`src/hw/rtl/tge_pkg.sv`:
```
// Shared types, constants and helper functions for the tensor gather block.
// No dependencies; imported by tge_addr and the top level.
package tge_pkg;

  localparam int unsigned STORE_WORDS = 4096;
  localparam int unsigned DIM_MAX     = 1024;

  localparam int unsigned ADDR_W = $clog2(STORE_WORDS);
  localparam int unsigned DIM_W  = $clog2(DIM_MAX) + 1;  // raw size field width
  localparam int unsigned IDX_W  = $clog2(DIM_MAX);      // clamped index width
  localparam int unsigned POS_W  = 10;
  localparam int unsigned WORD_W = 32;
  localparam int unsigned GIDX_W = 32;
  localparam int unsigned STEP_W = 13;

  localparam int unsigned CFG_IDX_W  = 3;
  localparam int unsigned CFG_DATA_W = 13;

  // register indexes
  localparam logic [CFG_IDX_W-1:0] REG_RANK     = 3'd0;
  localparam logic [CFG_IDX_W-1:0] REG_AXIS     = 3'd1;
  localparam logic [CFG_IDX_W-1:0] REG_WIDTH    = 3'd2;
  localparam logic [CFG_IDX_W-1:0] REG_HEIGHT   = 3'd3;
  localparam logic [CFG_IDX_W-1:0] REG_CHANNELS = 3'd4;
  localparam logic [CFG_IDX_W-1:0] REG_STEP     = 3'd5;

  // item commands
  localparam logic CMD_LOAD   = 1'b0;
  localparam logic CMD_GATHER = 1'b1;

  typedef struct packed {
    logic [1:0]        rank;
    logic signed [2:0] gather_axis;
    logic [DIM_W-1:0]  width;
    logic [DIM_W-1:0]  height;
    logic [DIM_W-1:0]  channels;
    logic [STEP_W-1:0] channel_step;
  } tge_cfg_t;

  // zero counts as one, oversize saturates at DIM_MAX
  function automatic logic [DIM_W-1:0] dim_clamp(input logic [DIM_W-1:0] raw);
    logic [DIM_W-1:0] res;
    if (raw == '0) begin
      res = DIM_W'(1);
    end else if (raw > DIM_W'(DIM_MAX)) begin
      res = DIM_W'(DIM_MAX);
    end else begin
      res = raw;
    end
    return res;
  endfunction

endpackage

```
`src/hw/rtl/tge_addr.sv`:
```
// Gather address unit: axis check, index wrap/clamp, then multiply and sum.
// Depends on tge_pkg. Three register stages from start_i to done_o.
module tge_addr
  import tge_pkg::*;
(
  input  logic                     clk_i,
  input  logic                     rst_ni,
  input  tge_cfg_t                 cfg_i,
  input  logic                     start_i,
  input  logic signed [GIDX_W-1:0] index_i,
  input  logic [POS_W-1:0]         pos_z_i,
  input  logic [POS_W-1:0]         pos_y_i,
  input  logic [POS_W-1:0]         pos_x_i,
  output logic                     err_o,
  output logic                     done_o,
  output logic [ADDR_W-1:0]        addr_o
);

  // axis normalization, config only
  logic signed [3:0]  ax_s;
  logic [1:0]         ax;
  logic [DIM_W-1:0]   w_c, h_c, c_c, size;

  always_comb begin
    ax_s = {cfg_i.gather_axis[2], cfg_i.gather_axis};
    if (ax_s < 0) begin
      ax_s = ax_s + signed'({2'b00, cfg_i.rank});
    end
    err_o = (cfg_i.rank == 2'd0) || (ax_s < 0) || (ax_s >= signed'({2'b00, cfg_i.rank}));
    ax    = ax_s[1:0];
    w_c   = dim_clamp(cfg_i.width);
    h_c   = dim_clamp(cfg_i.height);
    c_c   = dim_clamp(cfg_i.channels);
    case (cfg_i.rank)
      2'd2:    size = (ax == 2'd0) ? h_c : w_c;
      2'd3:    size = (ax == 2'd0) ? c_c : ((ax == 2'd1) ? h_c : w_c);
      default: size = w_c;
    endcase
  end

  // stage 1: wrap and clamp
  logic signed [GIDX_W:0] idx_adj;
  logic signed [GIDX_W:0] size_s;
  logic [IDX_W-1:0]       g_d, g_q;
  logic [POS_W-1:0]       z_q, y_q, x_q;

  always_comb begin
    size_s  = signed'({{(GIDX_W + 1 - DIM_W){1'b0}}, size});
    idx_adj = {index_i[GIDX_W-1], index_i};
    if (idx_adj < 0) begin
      idx_adj = idx_adj + size_s;
    end
    if (idx_adj < 0) begin
      g_d = '0;
    end else if (idx_adj >= size_s) begin
      g_d = IDX_W'(size - DIM_W'(1));
    end else begin
      g_d = idx_adj[IDX_W-1:0];
    end
  end

  // stage 2: products, mod 2^ADDR_W
  logic [ADDR_W-1:0] g_a, z_a, y_a, x_a, w_a, cs_a;
  logic [ADDR_W-1:0] mul_a_op, mul_b_op, term_c;
  logic [ADDR_W-1:0] prod_a_q, prod_b_q, term_c_q;
  logic [2*ADDR_W-1:0] prod_a, prod_b;

  always_comb begin
    g_a  = ADDR_W'(g_q);
    z_a  = ADDR_W'(z_q);
    y_a  = ADDR_W'(y_q);
    x_a  = ADDR_W'(x_q);
    w_a  = ADDR_W'(w_c);
    cs_a = ADDR_W'(cfg_i.channel_step);
    case (cfg_i.rank)
      2'd2: begin
        mul_a_op = '0;
        mul_b_op = (ax == 2'd0) ? g_a : y_a;
        term_c   = (ax == 2'd0) ? x_a : g_a;
      end
      2'd3: begin
        mul_a_op = (ax == 2'd0) ? g_a : z_a;
        mul_b_op = (ax == 2'd1) ? g_a : y_a;
        term_c   = (ax == 2'd2) ? g_a : x_a;
      end
      default: begin
        mul_a_op = '0;
        mul_b_op = '0;
        term_c   = g_a;
      end
    endcase
    prod_a = mul_a_op * cs_a;
    prod_b = mul_b_op * w_a;
  end

  // stage 3: sum
  logic [ADDR_W-1:0] addr_q;
  logic [2:0]        v_q;

  always_ff @(posedge clk_i or negedge rst_ni) begin
    if (!rst_ni) begin
      v_q <= '0;
    end else begin
      v_q <= {v_q[1:0], start_i};
    end
  end

  always_ff @(posedge clk_i) begin
    if (start_i) begin
      g_q <= g_d;
      z_q <= pos_z_i;
      y_q <= pos_y_i;
      x_q <= pos_x_i;
    end
    if (v_q[0]) begin
      prod_a_q <= prod_a[ADDR_W-1:0];
      prod_b_q <= prod_b[ADDR_W-1:0];
      term_c_q <= term_c;
    end
    if (v_q[1]) begin
      addr_q <= prod_a_q + prod_b_q + term_c_q;
    end
  end

  assign done_o = v_q[2];
  assign addr_o = addr_q;

endmodule

```
`config.mk`:
```
export PLATFORM = sky130hd
export DESIGN_NAME = tge_addr
export DESIGN_NICKNAME = d
export VERILOG_FILES = /design/src/hw/rtl/tge_pkg.sv /design/src/hw/rtl/tge_addr.sv
export SDC_FILE = /design/constraint.sdc
export NUM_CORES = 1
export LEC_CHECK = 0
export BUFFER_PORTS_ARGS = -buffer_cell sky130_fd_sc_hd__buf_2
export CAP_MARGIN = 20
export CORE_MARGIN = 3
export CORE_UTILIZATION = 60
export CTS_CLUSTER_DIAMETER = 200
export CTS_CLUSTER_SIZE = 12
export DETAILED_ROUTE_END_ITERATION = 12
export GPL_ROUTABILITY_DRIVEN = 0
export PLACE_DENSITY = 0.87
export SLEW_MARGIN = 20
export SYNTH_ARGS = -nofsm -noshare
export SYNTH_HDL_FRONTEND = slang
export SYNTH_SLANG_ARGS = --single-unit
```
`constraint.sdc`:
```
create_clock -name clk_i -period 11.9 [get_ports clk_i]
set_input_delay 2.975 -clock clk_i [delete_from_list [all_inputs] [get_ports clk_i]]
set_output_delay 2.975 -clock clk_i [all_outputs]
set_load 0.01 [all_outputs]
```
; After elaboration in Yosys (flattened, before gate mapping)
; Index checks and enable logic that the tools add are counted.
; Widths: inputs -> output; s select.
[word_totals]
register_bits = 91
output_inout_bits = 14
wordCells = 57
[op_classes]
n_addsub = 5
n_mul = 2
n_lt_le_gt_ge = 9
n_eq_ne = 4
n_mux = 21
n_reduce_logical = 7
[op_table]
columns = op, count
row1 = $mux 11, 9
row2 = $mux 10, 7
row3 = $pmux 10 s2, 2
row4 = $add 32x12->33, 1
row5 = $ge 33x12->1, 1
row6 = $gt 11x11->1 const B, 3
row7 = $logic_not 11->1, 3
row8 = $lt 33x1->1 const B, 1
row9 = $mux 33, 1
row10 = $lt 32x1->1 const B, 1
row11 = $add 12x12->12, 2
row12 = $pmux 11 s2, 1
row13 = $mul 12x11->12, 1
row14 = $mul 12x12->12, 1
row15 = $sub 10x1->10 const B, 1
row16 = $eq 2x2->1 const B, 3
row17 = $add 3x3->4, 1
row18 = $ge 4x3->1, 1
row19 = $logic_not 2->1, 2
row20 = $lt 4x1->1 const B, 1
row21 = $mux 4, 1
row22 = $lt 3x1->1 const B, 1
row23 = $eq 2x1->1 const B, 1
row24 = $logic_or 1x1->1, 2

; Depth between registers and ports, before layout
; Gate-level depths: netlist of run 1.
[depth]
word_depth = 10
ltp_mapped = 28

; Worst setup path after synthesis of run 1
; Ideal clock, no wire load.
[synth_timing]
path_type = input-to-reg
start = in cfg_i[46] (netlist name)
end = reg g_q[0] (data pin)
arrival_ps = 8516
slack_ps = 3129
stages = 28
n_path_buf = 3
cell_sequence = ha_1 fa_1 or3b_1 buf_4 nand2_1 buf_2 nand2_1 o211ai_1 inv_1 ha_1 fa_1 a21o_1 and4_1 or2_2 a21o_1 a21oi_1 xnor2_1 mux2_2 ha_1 nand3_1 or4_1 nand4_1 nor4bb_1 nand4_1 and4b_1 clkbuf_1 nand3_1 and3_1
[synth_via]
elab_chain_len = 10
[synth_rtl]
columns = element, line
row1 = start: declaration, tge_addr.sv:8  ; input tge_cfg_t cfg_i,
row2 = $add 3x3->4 / $lt 3x1->1 (equally long branches), "tge_addr.sv:27, tge_addr.sv:26"
row3 = $mux 4 *, tge_addr.sv:26  ; if (ax_s < 0) begin
row4 = $eq 2x1->1, tge_addr.sv:36  ; 2'd3: size = (ax == 2'd0) ? c_c : ((ax == 2'd1) ? h_c : w_c);
row5 = $mux 11 (2 in series), tge_addr.sv:36
row6 = $pmux 11 s2 *, tge_addr.sv:34  ; case (cfg_i.rank)
row7 = $add 32x12->33, tge_addr.sv:51  ; idx_adj = idx_adj + size_s;
row8 = $mux 33, tge_addr.sv:50  ; if (idx_adj < 0) begin
row9 = $ge 33x12->1, tge_addr.sv:55  ; end else if (idx_adj >= size_s) begin
row10 = $mux 10, tge_addr.sv:55
row11 = end signal: assignment, tge_addr.sv:110  ; g_q <= g_d;
row12 = end: declaration, tge_addr.sv:44  ; logic [IDX_W-1:0] g_d, g_q;
; Every way passes the cells marked *; elsewhere a longest branch is shown, timed or not.
; A chain may end at the register's enable or synchronous reset.

; Worst setup path in the final report of run 1
[layout_timing]
start = in cfg_i[49] (netlist name)
end = reg prod_b_q[11] (data pin)
[layout_via]
elab_chain_len = 6
[layout_rtl]
columns = element, line
row1 = $add 3x3->4, tge_addr.sv:27  ; ax_s = ax_s + signed'({2'b00, cfg_i.rank});
row2 = $mux 4, tge_addr.sv:26
row3 = $eq 2x1->1 / $logic_not 2->1 (equally long branches), "tge_addr.sv:83, tge_addr.sv:78"
row4 = "$mux 10, on equally long branches", "tge_addr.sv:83, tge_addr.sv:78"
row5 = $pmux 10 s2 *, tge_addr.sv:75  ; case (cfg_i.rank)
row6 = $mul 12x11->12 *, tge_addr.sv:93  ; prod_b = mul_b_op * w_a;
row7 = named net prod_b[11], tge_addr.sv:66  ; logic [2*ADDR_W-1:0] prod_a, prod_b;
row8 = end signal: assignment, tge_addr.sv:117  ; prod_b_q <= prod_b[ADDR_W-1:0];
row9 = end: declaration, tge_addr.sv:65  ; logic [ADDR_W-1:0] prod_a_q, prod_b_q, term_c_q;
; The timed path passes the listed nets; every way through them passes the cells marked *.

==> results of run 1 <==
-- worst paths after layout --
kind,to
min,term_c_q[6]
max,prod_b_q[11]
min reg2reg,term_c_q[6]
min in group asynchronous,v_q[0]
max in group asynchronous,v_q[2]
max reg2reg,prod_b_q[10]
-- layout make-up --
cell class	count	area [sq um]
Multi-Input combinational cell	841	7057
Timing Repair Buffer	131	663.1
Tap cell	220	275.3
Inverter	132	495.5
Sequential cell	89	2658
Clock buffer	10	229.0
Fill cell	1251	5239
Clock inverter	6	80.08
Antenna cell	2	5.005
-- layer usage --
| metal | share of wire | track usage |
|---|---|---|
| met1 | 0.37 | 0.3385 |
| met2 | 0.51 | 0.5180 |
| met3 | 0.075 | 0.06838 |
| met4 | 0.045 | 0.1292 |
| met5 | 0.0019 | 0 |
-- power by group through the flow --
stage / combinational [mW] / clock (mW) / sequential [mW]
after floorplan: 0.403 / 0 / 0.445
after global placement: 0.536 / 0 / 0.442
after detailed placement: 0.566 / 0 / 0.444
after CTS: 0.574 / 0.290 / 0.439
after global routing: 0.646 / 0.302 / 0.442
final: 0.579 / 0.288 / 0.438
-- metrics by stage --
stage,area [sq um],std cells,hold slack [ps]
2_1_floorplan,10320,1085,523.2
3_3_place_gp,11150,1413,528.0
3_5_place_dp,11150,1413,541.3
4_1_cts,11460,1429,564.2
5_1_grt,11460,1429,574.5
6_report,11460,1431,565.3
-- cell usage in the layout, fill, tap and decap left out, types with 4 or more instances in the layout --
| master | count |
|---|---|
| inv_1 | 129 |
| buf_2 | 128 |
| nand2_1 | 115 |
| ha_1 | 90 |
| fa_1 | 89 |
| edfxtp_1 | 86 |
| nor2_1 | 61 |
| xnor2_1 | 60 |
| a21oi_1 | 51 |
| nand3_1 | 48 |
| and2_1 | 46 |
| o21ai_0 | 45 |
| nor3_1 | 25 |
| mux2_2 | 19 |
| xor2_1 | 17 |
| mux2i_1 | 14 |
| nor2b_1 | 13 |
| a21o_1 | 12 |
| clkbuf_16 | 9 |
| a211o_1 | 8 |
| o21bai_1 | 8 |
| and3_1 | 7 |
| nand4_1 | 7 |
| nor4_1 | 6 |
| o221ai_1 | 5 |
| a31oi_1 | 5 |
| a211oi_1 | 5 |
| or3_1 | 4 |
| o21a_1 | 4 |
| nand2b_1 | 4 |
| or2_2 | 4 |
-- registers in the layout, indices dropped and copies added (netlist names) --
name	cells
y_q	10
g_q	10
prod_b_q	12
term_c_q	10
addr_o	12
v_q	3
x_q	10
z_q	10
prod_a_q	12
-- kinds of logic after synthesis --
family,Yosys count
muxes,33
buffers and inverters,155
adders and majority gates,179
AOI/OAI and AO/OA,184
DFF,89
and+or+nand+nor,368
xor gates and xnor gates,77
==> results.md, run 1 <==
* Area contributors post-synth: edfxtp_1 25%, fa_1 17%, ha_1 11%
* Count leader, synth: inv_1
* Crit path capture type: register
* Initial core utilization at 0.6180
* Number of global-route vias before repair at 8705
* Worst EP arrival at about 9700 ps
* Hold Buf Count CTS at 0
* Setup Fix Bufs, Post-CTS at 0
* Comb pwr share at 0.444
* CTS buffer count at 9
* Top FF cell, synth: edfxtp_1
* Top Family by Delay on Critical Path: adder cells
* Tot Pwr at between 1 and 1.5 mW
* Number of synthesized flops with an enable pin at 86
* Simple-gate share of the synthesized area at 0.1801
* Via density at 6.021
* Worst Hold Class: register to register
* Pleak at ~5.2 nW
* Bufs on Longest Clock Path at 2
* CTS resizes at 0
* Sw Ratio at 0.3682
* Period utilization at 0.8111
* Kind of critical path: input port to register
* RSZ-0062 raised after global routing: no
* Mux contribution to synthesized area at 0.03431
* Max incr delay on CP at 620 ps
* Worst EP required at around 12000 ps
* Largest net degree at the start of global routing at 42
* DRC errors left at 0
* Worst Path Buf+Inv at 2
* Gr usage total at 0.2933
* Synth Area in XOR/XNOR at 0.06534
* Post-DP HPWL at 21360 um
* Synth async-reset ratio at 0.03371
* Top-area cell type share of the netlist area at 0.2502
* Place WS at between 2000 and 2500 ps
* Final setup viols at 0
* DRT iter0 DRCs at 814
* Clock share of power at 0.221
* Max Fclk at between 100 and 150 MHz
* Final net count at 1499
* Compound-cell area share of the yosys netlist at 0.1222
* Final Util at 0.6863
* Clk root buf: clkbuf_16
* Worst vdd ir at 0.0001166 V
* PwrDens at 113.8 mW/mm^2
* IO Pins at 130
* Sequential group share of total power at 0.336
* Slew headroom at 0.3679
* Avg Cell Area, Syn at between 9 and 10 sq um
* Grt ovf at 0
* Flop2flop setup slack at 6450 ps
* CP max FO at 11
* Die height at 137.2 um
* Area growth syn-to-layout at 11.06%
* Initial antenna violation count at 6
* Register area share after synthesis at 0.2575
* Critical Path Source: cfg_i[49]
* Share of cells above drive strength 1 at 0.1588
* Final setup TNS at 0 ps
* Final min period at between 9000 and 10000 ps
* Syn_nets at 1380
* Hold_sp: x_q[6]
* Core ar. at 0.01670 sq mm
* Clk_lat worst skew at 340 ps
* Post-Syn Instances at around 1100
* Final hold vios at 0
* Final wirelength at 26720 um
* Layout Skew at 5.533 ps
* Post-Syn Area at between 0.01 and 0.015 sq mm
* Max-slew violations at 0
* Largest family of logic cells by synthesized area: adder cells
* Net switching power figure at 0.4803 mW
* Reg2reg start: g_q[2]
* Setup ws final at 2248 ps
* Slowest-stage cell, CP: nor2_1
* Die area at 0.01881 sq mm
* Initial DRT Pass Iterations at 6
* Avg WL per Cell at 18.68 um
* Critical Path Start Type: input port
* Max-Cap Viols at 0
* Worst path depth at 22
* Min-Delay Path Depth at 1
* TritonCTS clock tree: built
* H-tree levels at 3
* Seq cells post-synth at 89
* Clock Sink Count at a little under 90
* Core Rows at 47
* Status: completed
* First-pass GRT wire length at 42920 um
* Critical-path cell list: buf_2 -> ha_1 -> fa_1 -> nor3b_2 -> nor3_2 -> nor2_4 -> mux2i_1 -> nor2_1 -> nand2_1 -> fa_1 -> fa_1 -> inv_1 -> fa_1 -> fa_1 -> fa_1 -> xnor2_1 -> xnor2_1 -> xnor2_1 -> xnor2_1 -> xnor2_1 -> xnor2_1 -> xnor2_1
* Post-Synth Adder-Cell Area at 0.2817
* IO buf count at 128
* Synth cell types at 82
* Post-route ant nets at 0
* Synth cell count leaders: 129 x inv_1, 115 x nand2_1, 90 x ha_1
* Die width at 137.2 um
* Worst Tran Pin Value at 948.1 ps
* Internal power at just over 0.8 mW
* Cell count of the worst reg-to-reg path at 19
* Yosys warns at 0
* Area leader, netlist: edfxtp_1
* Clk pin slew, worst setup/hold paths at 70 ps
* Most used cell, CP: xnor2_1
* Vias post-DR at 8616
Power figures use the tool's default switching activity.
==> inputs of run 2 (changes only) <==
==> constraint.sdc (replaced) <==
create_clock -name clk_i -period 9.7 [get_ports clk_i]
set_input_delay 2.425 -clock clk_i [delete_from_list [all_inputs] [get_ports clk_i]]
set_output_delay 2.425 -clock clk_i [all_outputs]
set_load 0.01 [all_outputs]
==> run 2 against run 1 <==
Against the previous run: register-to-register slack worse by 2200 ps; via count down 0.27%; core utilization is 0.097 points higher; clock power grew 15%; combinational power increased by 22%; clock-buffer cell count down 1; sequential share of layout area about the same; largest cell class unchanged.
==> results.md, run 2 (same netlist as run 1, synthesis figures left out) <==
* Clk pin slew, worst setup/hold paths at 70 ps (about the same)
* Largest net degree at the start of global routing at 42 (unchanged)
* DRC errors left at 0 (unchanged)
* CTS resizes at 0 (unchanged)
* Most frequent cells in the layout: 129 x inv_1, 128 x buf_2, 115 x nand2_1, 90 x ha_1, 89 x fa_1 (unchanged)
* Final wirelength at 25980 um (was 26720 um)
* Pleak at 5.178 nW (was 5.161 nW)
* Avg WL per Cell at 18.09 um (was 18.68 um)
* DRT iter0 DRCs at 794 (was 814)
* Initial antenna violation count at 6 (unchanged)
* First-pass GRT wire length at 42010 um (was 42920 um)
* CP max FO at 11 (unchanged)
* Via density at 5.984 (was 6.021)
* Critical Path Start Type: input port (unchanged)
* Gr usage total at 0.2849 (was 0.2933)
* Hold_ws at 556.1 ps (was 565.3 ps)
* Final net count at 1504 (was 1499)
* Crit path capture type: register (unchanged)
* Final setup viols at 0 (unchanged)
* Final instance area at 0.01148 sq mm (was 0.01146 sq mm)
* Slew headroom at 0.3530 (was 0.3679)
* Clk root buf: clkbuf_16 (unchanged)
* Number of global-route vias before repair at 8663 (was 8705)
* Layout Skew at 6.695 ps (was 5.533 ps)
* Core Rows at 47 (unchanged)
* Die area at 0.01881 sq mm (unchanged)
* Max-slew violations at 0 (unchanged)
* Bufs on Longest Clock Path at 2 (unchanged)
* Final hold vios at 0 (unchanged)
* Final Util at 0.6873 (was 0.6863)
* Worst EP required at 9790 ps (was 11980 ps)
* IO Pins at 130 (unchanged)
* Post-DP HPWL at 20760 um (was 21360 um)
* Post-route ant nets at 0 (unchanged)
* Period utilization at 0.9231
* TritonCTS clock tree: built (unchanged)
* Area growth syn-to-layout at 11.21% (was 11.06%)
* Clock Sink Count at 89 (unchanged)
* Place WS at 479.1 ps (was 2037 ps)
* Final min period at roughly 9000 ps
* Vias post-DR at 8593 (was 8616)
* Hold Buf Count CTS at 0 (unchanged)
* Initial DRT Pass Iterations at 5 (was 6)
* Worst EP arrival at 9040 ps (was 9740 ps)
* RSZ-0062 raised after global routing: no (unchanged)
* Max Fclk at roughly 110 MHz
* IO buf count at 128 (unchanged)
* PwrDens at 137.4 mW/mm^2 (was 113.8 mW/mm^2)
* Status: completed (unchanged)
* Core ar. at 0.01670 sq mm (unchanged)
* Share of cells above drive strength 1 at 0.1631 (was 0.1588)
* Final setup TNS at 0 ps (unchanged)
* Worst Hold Class: register to register (unchanged)
* Grt ovf at 0 (unchanged)
* Worst Tran Pin Value at 970.5 ps (was 948.1 ps)
* CTS buffer count at 9 (unchanged)
* Most common cell after layout, fill and taps aside: inv_1 (unchanged)
* Setup Fix Bufs, Post-CTS at 0 (unchanged)
* Die height at 137.2 um (unchanged)
* DP Area at 0.01119 sq mm (was 0.01115 sq mm)
* Clk_lat worst skew at 340 ps (about the same)
* Die width at 137.2 um (unchanged)
* H-tree levels at 3 (unchanged)
* Worst vdd ir at 0.0001207 V (was 0.0001166 V)
* Setup ws final at 745.9 ps (was 2248 ps)
* Kind of critical path: input port to register (unchanged)
* Max-Cap Viols at 0 (unchanged)
* Initial core utilization at 0.6180 (unchanged)
[run 2: cell count changes in the layout (fill, tap and decap cells not counted)]
cell | previous run | this run
inv_6 | 0 | 3
buf_4 | 3 | 8
clkbuf_1 | 1 | 0
clkinvlp_4 | 1 | 2
bufinv_16 | 1 | 0
clkinv_4 | 3 | 0
clkinv_2 | 0 | 1
[run 2: cell type report]
cell class	count	area [sq um]
Sequential cell	89	2658
Clock buffer	9	225.2
Multi-Input combinational cell	841	7057
Fill cell	1226	5223
Inverter	132	495.5
Antenna cell	2	5.005
Clock inverter	7	62.56
Timing Repair Buffer	136	700.7
Tap cell	220	275.3
[run 2: metrics by stage]
stage	total power [mW]	std cells
floorplan	1.041	1085
global placement	1.204	1418
detailed placement	1.238	1418
CTS	1.576	1434
global route	1.686	1436
finish	1.577	1436
[run 2: final timing paths]
| path | startpoint | endpoint | slack, ps | cells past startpoint |
|---|---|---|---|---|
| max reg2reg | g_q[1] | prod_a_q[11] | 4240 | 17 |
| max | cfg_i[49] | g_q[0] | 750 | 26 |
| min reg2reg | x_q[4] | term_c_q[4] | 560 | 1 |
| min in group asynchronous | rst_ni | v_q[0] | 1870 | 1 |
| max in group asynchronous | rst_ni | v_q[1] | 7730 | 1 |
| min | x_q[4] | term_c_q[4] | 560 | 1 |
[run 2: power by group]
| group | internal, mW | switching [mW] | total, mW |
|---|---|---|---|
| combinational | 0.302 | 0.407 | 0.709 |
| clock | 0.178 | 0.153 | 0.331 |
| sequential | 0.508 | 0.0297 | 0.537 |
| total | 0.988 | 0.590 | 1.58 |
[run 2: per-layer routing]
metal / vias to the layer above / part of all wire / global-route usage
met1: 4022 / 0.38 / 0.3478
met3: 113 / 0.082 / 0.05882
met4: 8 / 0.049 / 0.1286
met2: 435 / 0.49 / 0.4861
met5: - / 0.0019 / 0
li1: 4015 / - / -
[run 2: worst max-delay path, stage by stage]
cell      delay, ps
buf_2           220
ha_1            230
fa_1            470
or3b_1          600
nand2_1         420
nand2_1         150
o211ai_1        350
inv_1           160
ha_1            240
fa_1            410
a21o_1          190
and4_1          220
or2_2           340
a21o_1          190
a21oi_1         170
xnor2_1          80
mux2_2          290
ha_1            300
nand3_1         100
or4_1           550
nand4_1         110
nor4bb_1         50
nand4_1         100
nand4b_1        280
o21ai_0         160
and3_1          210
==> inputs of run 3 (changes only) <==
--- a/config.mk
+++ b/config.mk
@@ -5,6 +5,8 @@
 export SDC_FILE = /design/constraint.sdc
 export NUM_CORES = 1
 export LEC_CHECK = 0
+export ABC_AREA = 1
+export ABC_CLOCK_PERIOD_IN_PS = 9700
 export BUFFER_PORTS_ARGS = -buffer_cell sky130_fd_sc_hd__buf_2
 export CAP_MARGIN = 20
 export CORE_MARGIN = 3
@@ -14,6 +16,7 @@
 export DETAILED_ROUTE_END_ITERATION = 12
 export GPL_ROUTABILITY_DRIVEN = 0
 export PLACE_DENSITY = 0.87
+export SETUP_SLACK_MARGIN = 0.2
 export SLEW_MARGIN = 20
 export SYNTH_ARGS = -nofsm -noshare
 export SYNTH_HDL_FRONTEND = slang
==> run 3 against run 2 <==
Against the previous run: fmax grew 3.2%; synthesized cell count grew 36%; clock-buffer cell count grew 2; combinational power grew 11%; highest routed layer unchanged; final area grew 9.3%; register-to-register slack lost 230 ps.
==> results.md, run 3 <==
* Register area share after synthesis at 0.2340 (was 0.2575)
* Pleak at 6.521 nW (was 5.178 nW)
* Initial DRT Pass Iterations at 5 (unchanged)
* Post-DP HPWL at 23820 um (was 20760 um)
* Worst EP arrival at 8790 ps (was 9040 ps)
* Kind of critical path: input port to register (unchanged)
* RSZ-0062 raised after global routing: no (unchanged)
* Avg Cell Area, Syn at 7.720 sq um (was 9.513 sq um)
* Worst Tran Pin Value at 968.5 ps (was 970.5 ps)
* IO Pins at 130 (unchanged)
* DRC errors left at 0 (unchanged)
* PwrDens at 138.1 mW/mm^2 (was 137.4 mW/mm^2)
* CTS resizes at 0 (unchanged)
* Seq cells post-synth at 89 (unchanged)
* Hold_sp: x_q[3] (was x_q[4])
* Tot Pwr at 1.732 mW (was 1.577 mW)
* Final net count at 1891 (was 1504)
* Area leader, netlist: edfxtp_1 (unchanged)
* Core ar. at 0.01827 sq mm (was 0.01670 sq mm)
* Most used cell, CP: nand2_1 (was ha_1)
* TritonCTS clock tree: built (unchanged)
* Die height at 143.6 um (was 137.2 um)
* Core Rows at 49 (was 47)
* Setup ws final at 1024 ps (was 745.9 ps)
* Bufs on Longest Clock Path at 2 (unchanged)
* Most common cell after layout, fill and taps aside: nand2_1 (was inv_1)
* Clock Sink Count at 89 (unchanged)
* Grt ovf at 0 (unchanged)
* Critical Path Source: cfg_i[49] (unchanged)
* Hold Buf Count CTS at 0 (unchanged)
* Reg2reg start: g_q[2] (was g_q[1])
* Die area at 0.02061 sq mm (was 0.01881 sq mm)
* Max incr delay on CP at 540 ps (was 600 ps)
* Top FF cell, synth: edfxtp_1 (unchanged)
* Synth cell count leaders: 372 x nand2_1, 263 x inv_1, 162 x nor2_1 (was 129 x inv_1, 115 x nand2_1, 90 x ha_1)
* H-tree levels at 3 (unchanged)
* Final setup TNS at 0 ps (unchanged)
* Hold_ws at 548.2 ps (was 556.1 ps)
* Max-slew violations at 0 (unchanged)
* Vias post-DR at 10310 (was 8593)
* Yosys warns at 0 (unchanged)
* Final setup viols at 0 (unchanged)
* CTS buffer count at 9 (unchanged)
* Initial antenna violation count at 2 (was 6)
* Die width at 143.6 um (was 137.2 um)
* First-pass GRT wire length at 48290 um (was 42010 um)
* Slowest-stage cell, CP: fa_1 (was or3b_1)
* Area growth syn-to-layout at 10.46% (was 11.21%)
* Max Fclk at 115.3 MHz (was 111.7 MHz)
* Layout Skew at 11.82 ps (was 6.695 ps)
* Worst vdd ir at 0.00009046 V (was 0.0001207 V)
* Status: completed (unchanged)
* Place WS at 744.8 ps (was 479.1 ps)
* Slew headroom at 0.3543 (was 0.3530)
* Gr usage total at 0.2936 (was 0.2849)
* Critical Path Start Type: input port (unchanged)
* Clk root buf: clkbuf_16 (unchanged)
* Setup Fix Bufs, Post-CTS at 0 (unchanged)
* Clk pin slew, worst setup/hold paths at 60 ps (was 70 ps)
* Worst EP required at 9810 ps (was 9790 ps)
* Share of cells above drive strength 1 at 0.1555 (was 0.1631)
* Post-route ant nets at 0 (unchanged)
* Synth async-reset ratio at 0.03371 (unchanged)
* Number of synthesized flops with an enable pin at 86 (unchanged)
* Most frequent cells in the layout: 372 x nand2_1, 263 x inv_1, 162 x nor2_1, 128 x buf_2, 90 x ha_1 (was 129 x inv_1, 128 x buf_2, 115 x nand2_1, 90 x ha_1, 89 x fa_1)
* Final wirelength at 29510 um (was 25980 um)
* Post-Syn Instances at 1471 (was 1085)
* Via density at 5.625 (was 5.984)
* Final min period at 8676 ps (was 8954 ps)
* DRT iter0 DRCs at 826 (was 794)
* Largest net degree at the start of global routing at 42 (unchanged)
* Count leader, synth: nand2_1 (was inv_1)
* Max-Cap Viols at 0 (unchanged)
* Clk_lat worst skew at 350 ps (was 340 ps)
* Initial core utilization at 0.6216 (was 0.6180)
* Final hold vios at 0 (unchanged)
* IO buf count at 128 (unchanged)
* Worst Hold Class: register to register (unchanged)
* Post-Syn Area at 0.01136 sq mm (was 0.01032 sq mm)
* Syn_nets at 1766 (was 1380)
* Crit path capture type: register (unchanged)
* Avg WL per Cell at 16.10 um (was 18.09 um)
* Period utilization at 0.8944 (was 0.9231)
* Top-area cell type share of the netlist area at 0.2274 (was 0.2502)
* Synth cell types at 55 (was 82)
* Area contributors post-synth: edfxtp_1 23%, fa_1 16%, nand2_1 12% (was edfxtp_1 25%, fa_1 17%, ha_1 11%)
* Number of global-route vias before repair at 10320 (was 8663)
* CP max FO at 26 (was 11)
[run 3: layer usage]
metal | part of all wire | GRT usage | routed length (um) | vias up
met3 | 0.091 | 0.05824 | 2685 | 131
met2 | 0.48 | 0.5065 | 14270 | 538
li1 | - | - | - | 4883
met4 | 0.052 | 0.1417 | 1528 | 2
met5 | 0.00061 | 0 | 18 | -
met1 | 0.37 | 0.3519 | 11010 | 4756
[run 3: final timing paths]
| kind | end | slack (ps) | cells after the start |
|---|---|---|---|
| worst max register to register | prod_a_q[11] | 4010 | 29 |
| min in group asynchronous | v_q[2] | 1860 | 1 |
| worst min register to register | term_c_q[3] | 550 | 2 |
| worst max-delay path | prod_a_q[11] | 1020 | 36 |
| worst min-delay path | term_c_q[3] | 550 | 2 |
| max in group asynchronous | v_q[0] | 7720 | 1 |
[run 3: stage by stage]
stage / cell area (sq um) / util / cells
after floorplan: 11360 / - / 1471
after global placement: 12200 / 0.6676 / 1814
after detailed placement: 12200 / 0.6676 / 1814
after CTS: 12540 / 0.6861 / 1830
after global routing: 12540 / 0.6863 / 1831
final: 12540 / 0.6866 / 1833
[run 3: cell type report]
class / instances / area [sq um]
Tap cell: 229 / 286.5
Sequential cell: 89 / 2658
Multi-Input combinational cell: 1084 / 7527
Antenna cell: 3 / 7.507
Timing Repair Buffer: 132 / 670.6
Clock inverter: 5 / 105.1
Inverter: 280 / 1056
Fill cell: 1405 / 5727
Clock buffer: 11 / 232.7
[run 3: kinds of logic after synthesis]
group	share of synthesized area
compound gates	0.06324
xor+xnor	0.04385
fa+ha+maj	0.2561
buf+inv	0.1031
flops	0.2340
mux	0.007933
simple gates	0.2918
[run 3: where the power goes]
part	internal (mW)	leakage [nW]	switching, mW
Sequential	0.515	0.894	0.0319
Combinational	0.298	5.47	0.489
Clock	0.252	0.156	0.147
Total	1.06	6.52	0.667
[run 3: worst max-delay path, delay by kind of cell]
family / cells / cell delay, ps
compound gates: 4 / 580
fa+ha+maj: 8 / 3330
buf+inv: 8 / 690
simple gates: 16 / 1710
